<file path="config.mk">
export PLATFORM = sky130hd
export DESIGN_NAME = igoc_fifo
export DESIGN_NICKNAME = d
export VERILOG_FILES = /design/src/int8_gemm_offset_compensated_macros.svh /design/src/igoc_fifo.sv
export SDC_FILE = /design/constraint.sdc
export NUM_CORES = 1
export LEC_CHECK = 0
export BUFFER_PORTS_ARGS = -buffer_cell sky130_fd_sc_hd__buf_2
export CAP_MARGIN = 10
export CORE_AREA = 2 2 39 41
export CTS_BUF_LIST = sky130_fd_sc_hd__clkbuf_2 sky130_fd_sc_hd__clkbuf_4 sky130_fd_sc_hd__clkbuf_8
export CTS_CLUSTER_SIZE = 14
export DETAILED_ROUTE_END_ITERATION = 10
export DIE_AREA = 0 0 41 43
export PLACE_DENSITY_LB_ADDON = 0.2
export RECOVER_POWER = 50
export REMOVE_ABC_BUFFERS = 1
export SETUP_SLACK_MARGIN = 0.3
export SYNTH_ARGS = -nofsm -noshare
export SYNTH_HDL_FRONTEND = slang
export SYNTH_SLANG_ARGS = --single-unit
</file>
<file path="constraint.sdc">
create_clock -name clk_i -period 1.8 [get_ports clk_i]
set_input_delay 0.36 -clock clk_i [delete_from_list [all_inputs] [get_ports clk_i]]
set_output_delay 0.36 -clock clk_i [all_outputs]
set_load 0.01 [all_outputs]
</file>
<file path="src/int8_gemm_offset_compensated_macros.svh">
// assertion helpers for the gemm block
// both expect clk_i and rst_ni in the enclosing module
`ifndef INT8_GEMM_OFFSET_COMPENSATED_MACROS_SVH
`define INT8_GEMM_OFFSET_COMPENSATED_MACROS_SVH

// consequent checked in the same cycle
`define IGOC_ASSERT_NOW(name, ante, cons, msg) \
  name: assert property (@(posedge clk_i) disable iff (!rst_ni) (ante) |-> (cons)) \
    else $error(msg);

// consequent checked in the next cycle
`define IGOC_ASSERT_NEXT(name, ante, cons, msg) \
  name: assert property (@(posedge clk_i) disable iff (!rst_ni) (ante) |=> (cons)) \
    else $error(msg);

`endif

</file>
<file path="src/igoc_fifo.sv">
module igoc_fifo #(
  parameter type T     = logic,
  parameter int  DEPTH = 2
) (
  input  logic                         clk_i,
  input  logic                         rst_ni,
  input  logic                         push_i,
  input  T                             data_i,
  output logic                         full_o,
  input  logic                         pop_i,
  output T                             data_o,
  output logic                         empty_o,
  output logic [$clog2(DEPTH+1)-1:0]   count_o
);

  localparam int PtrW = $clog2(DEPTH);
  localparam int CntW = $clog2(DEPTH + 1);

  T                mem_q [DEPTH];
  logic [PtrW-1:0] wr_ptr_q, wr_ptr_d;
  logic [PtrW-1:0] rd_ptr_q, rd_ptr_d;
  logic [CntW-1:0] count_q, count_d;
  logic            do_push, do_pop;

  // handshake status
  assign full_o  = (count_q == CntW'(DEPTH));
  assign empty_o = (count_q == '0);
  assign data_o  = mem_q[rd_ptr_q];
  assign count_o = count_q;
  assign do_push = push_i && !full_o;
  assign do_pop  = pop_i && !empty_o;

  // pointer and fill count
  always_comb begin
    wr_ptr_d = do_push ? wr_ptr_q + 1'b1 : wr_ptr_q;
    rd_ptr_d = do_pop ? rd_ptr_q + 1'b1 : rd_ptr_q;
    count_d  = count_q;
    if (do_push && !do_pop) begin
      count_d = count_q + 1'b1;
    end else if (do_pop && !do_push) begin
      count_d = count_q - 1'b1;
    end
  end

  always_ff @(posedge clk_i or negedge rst_ni) begin
    if (!rst_ni) begin
      wr_ptr_q <= '0;
      rd_ptr_q <= '0;
      count_q  <= '0;
    end else begin
      wr_ptr_q <= wr_ptr_d;
      rd_ptr_q <= rd_ptr_d;
      count_q  <= count_d;
    end
  end

  // entry storage
  always_ff @(posedge clk_i) begin
    if (do_push) begin
      mem_q[wr_ptr_q] <= data_i;
    end
  end

endmodule

</file>
==> qor_table.md <==
| Parameter | Reported | Unit |
|:---|:---|:---|
| Leading cell types by total area after synthesis | sky130_fd_sc_hd__dfrtp_1 37%, sky130_fd_sc_hd__edfxtp_1 22%, sky130_fd_sc_hd__xnor2_1 9.8% | - |
| Detail-routed via count per cell | 3.90 | - |
| Instance count of the mapped netlist | 22 | - |
| Clock Path Buffers | 2 | - |
| Area fraction of the dominant cell type after synthesis | 37.4 | % |
| RSZ-0062 raised after global routing | no | - |
| Overall overflow remaining after global route | 0 | - |
| Leak | 0.189 | nW |
| Adder-cell area share of the yosys netlist | 4.67 | % |
| Core utilization of the finished layout | 27.8 | % |
| Setup bufs post-CTS | 0 | - |
| Flops & latches, synth | 6 | - |
| Worst max-slew margin expressed relative to the limit | 80.1 | % |
| Largest incremental delay on the critical path | 0.44 | ns |
| Maximum Capacitance Violations | 0 | - |
| Critical path capture point type | flop | - |
| Netlist area before placement | 268 | um^2 |
| Yosys top cell by area | sky130_fd_sc_hd__dfrtp_1 | - |
| Post-DRT Antenna Nets | 0 | - |
| I/O pin cnt | 10 | - |
| Number of placement rows | 14 | - |
| GPL Wtd Cong | 0.758 | - |
| Area fraction in compound gates after synthesis | 1.87 | % |
| Global routing usage summed across all routing layers | 6.88 | % |
| Mux share of post-synthesis cell area | 4.21 | % |
| Port Buf Inserts | 9 | - |
| Library cell contributing the largest single delay on the critical path | sky130_fd_sc_hd__dfrtp_1 | - |
| Post-Route M1 WL | 148 | um |
| Layout overhead on the synthesized area | 43.5 | % |
| Setup slack on the worst flop-to-flop path | 0.33 | ns |
| Worst-case reg-to-reg path depth | 5 | - |
| Clock-pin slew on the worst setup and hold paths | 0.05 | ns |
| Uppermost layer routed | met3 | - |
| Max Clock Freq | 680 | MHz |
| XOR/XNOR share of the synthesized area | 16.4 | % |
| Final cell count without fillers | 52 | - |
| Startpoint types | flop | - |
| Hold violation total from the final report | 0 | - |
| Status | finished, final reports clean | - |
| Nets@finish | 43 | - |
| Met2 WL | 269 | um |
| PD cells | 1820 | nW/um^2 |
| Dominant combinational cell family by area after synthesis | XOR/XNOR gates | - |
| Endpoint of the most critical register-to-register path | count_o[1] | - |
| Critical path launch point | count_o[1] | - |
| Yosys warning count | 0 | - |
| Type of the worst setup path | reg2reg | - |
| WP data arrival | 1.58 | ns |
| Metal3 WL | 24 | um |
| Routed wirelength normalized by instance count | 8.50 | um |
| Source of the worst register-to-register timing path | count_o[1] | - |
| Final critical-path share of the clock period | 81.7 | % |
| CTS Root Cell | sky130_fd_sc_hd__clkbuf_4 | - |
| Overall routed net length | 442 | um |
| Number of DRC markers after the initial detailed-route iteration | 0 | - |
| Most numerous cell on the critical path | sky130_fd_sc_hd__xor2_1 | - |
| Final setup viols | 0 | - |
| Insertion delay to the later sink of the worst-skew pair | 0.24 | ns |
| Fraction of layout instances using a drive strength above 1 | 44.4 | % |
| DIE AREA | 1760 | um^2 |
| Detailed-routing iteration count for the pre-antenna-repair pass | 1 | - |
| Maximum number of pins on one net before global-route repair | 7 | - |
| Slew of the pin with the lowest slew margin | 0.296 | ns |
| Vias after detailed routing | 203 | - |
| Worst Clk Skew | 0.00699 | ns |
| Die outline height | 43 | um |
| Cells along the critical path | o21ai_0 > ha_1 > xor2_1 > nor2_2 > xor2_1 | - |
| Synthesized area divided by synthesized cell count | 12.2 | um^2 |
| Final Slew Violations | 0 | - |
| Unique masters post-synth | 12 | - |
| Effective utilization at floorplan | 19.3 | % |
| Vias in the first global route | 197 | - |
| Die width | 41 | um |
| Highest fanout seen on the critical path | 5 | - |
| Required time at the worst-slack endpoint | 1.91 | ns |
| Class of the worst hold path | in2reg | - |
| Number of clock buffers inserted by TritonCTS | 3 | - |
| Total Neg Setup Slack | 0 | ns |
| Number of antenna diodes | 0 | - |
| Std-Cell Core Area | 1380 | um^2 |
| Share of the yosys chip area belonging to registers | 59.8 | % |
| Placed insts | 47 | - |
| Clock tree from TritonCTS | yes | - |
| Number of antenna violations at the first check in global routing | 0 | - |
| Simple-gate share of the synthesized area | 10.3 | % |
| Worst-case vdd ir drop | 0.570 | mV |
| Last element of the critical path | count_o[1] | - |
| Clock net sink count | 6 | - |
| Clock period minus worst slack | 1.47 | ns |
| Number of H-tree branching levels | 1 | - |
| Wire length of the first global-routing pass | 731 | um |
| DRC violations left | 0 | - |
| Total power draw | 0.000701 | W |
## Yosys cell counts
cell type and n:
sky130_fd_sc_hd__and3_1 1, sky130_fd_sc_hd__dfrtp_1 4, sky130_fd_sc_hd__edfxtp_1 2, sky130_fd_sc_hd__ha_1 1
sky130_fd_sc_hd__inv_1 2, sky130_fd_sc_hd__mux2_2 1, sky130_fd_sc_hd__nand2_1 1, sky130_fd_sc_hd__nand2b_1 1
sky130_fd_sc_hd__nor2_1 3, sky130_fd_sc_hd__o21ai_1 1, sky130_fd_sc_hd__xnor2_1 3, sky130_fd_sc_hd__xor2_1 2
## routing by layer
metal  up-vias  global-route usage (%)
met5         -                       0
met4         0                    4.00
met3         0                    6.28
met2         3                    10.9
met1       100                    4.95
li1        100                       -
## critical path: cells and delay by family (launching register included)
kind            cells  cell delay (ns)
flops               1             0.44
fa+ha+maj           1             0.22
simple gates        1             0.05
xor+xnor            2             0.33
compound gates      1             0.31
## cell usage in the layout (no fill, tap or decap)
| master | n |
|---|---|
| sky130_fd_sc_hd__clkbuf_1 | 1 |
| sky130_fd_sc_hd__nor2_1 | 2 |
| sky130_fd_sc_hd__nand2_2 | 1 |
| sky130_fd_sc_hd__xor2_1 | 2 |
| sky130_fd_sc_hd__clkbuf_4 | 4 |
| sky130_fd_sc_hd__dfrtp_1 | 4 |
| sky130_fd_sc_hd__and3_1 | 1 |
| sky130_fd_sc_hd__nor2_2 | 1 |
| sky130_fd_sc_hd__o21ai_0 | 1 |
| sky130_fd_sc_hd__inv_1 | 2 |
| sky130_fd_sc_hd__edfxtp_1 | 2 |
| sky130_fd_sc_hd__buf_2 | 8 |
| sky130_fd_sc_hd__xnor2_1 | 3 |
| sky130_fd_sc_hd__dlygate4sd3_1 | 1 |
| sky130_fd_sc_hd__mux2_2 | 1 |
| sky130_fd_sc_hd__ha_1 | 1 |
| sky130_fd_sc_hd__nand2b_4 | 1 |
## how the worst min path moves through the flow
stage / from / to / slack [ns] / cells past startpoint
2_1_floorplan: rst_ni / count_o[0] / 0.06 / 0
3_3_place_gp: rst_ni / rd_ptr_q / 0.17 / 1
3_5_place_dp: rst_ni / rd_ptr_q / 0.17 / 1
4_1_cts: data_i / mem_q[1] / 0.29 / 1
5_1_grt: data_i / mem_q[1] / 0.29 / 1
6_report: data_i / mem_q[1] / 0.31 / 1
## power by group
group	leakage [nW]	switching [W]	total, W	internal (W)
Combinational	0.105	0.000136	0.000289	0.000153
Sequential	0.0652	0.0000632	0.000268	0.000205
Clock	0.0184	0.0000452	0.000144	0.0000988
Total	0.189	0.000244	0.000701	0.000457
## per-stage QoR
| stage | hold WS, ns | cell area (um^2) | worst slack (ns) |
|---|---|---|---|
| after floorplan | 0.0644 | 268 | 0.355 |
| after global routing | 0.290 | 384 | 0.220 |
| after CTS | 0.295 | 374 | 0.302 |
| final | 0.307 | 384 | 0.330 |
| after global placement | 0.170 | 333 | 0.309 |
| after detailed placement | 0.170 | 333 | 0.301 |
## timing repair
item / in CTS / in global routing
resized for setup: 1 / 3
hold endpoints to repair: 4 / 0
hold buffers: 1 / 0
setup endpoints to repair: 1 / 1
## registers in the layout, summed over array words and instances (netlist names)
signal / flops
wr_ptr_q: 1
count_o: 2
rd_ptr_q: 1
mem_q: 2
## area by class of cell
class | instances | area (um^2)
clock buffer | 4 | 30.0
fill | 158 | 1000
inverter | 2 | 7.51
multi-input combinational | 14 | 113
sequential | 6 | 160
tap | 16 | 20.0
timing repair buffer | 10 | 53.8
## logic make-up after synthesis
group / after synthesis
flops: 6
xor+xnor: 5
compound gates: 1
fa+ha+maj: 1
simple gates: 6
mux: 1
buf+inv: 2
Note: power is estimated with default switching activity, not from simulation.
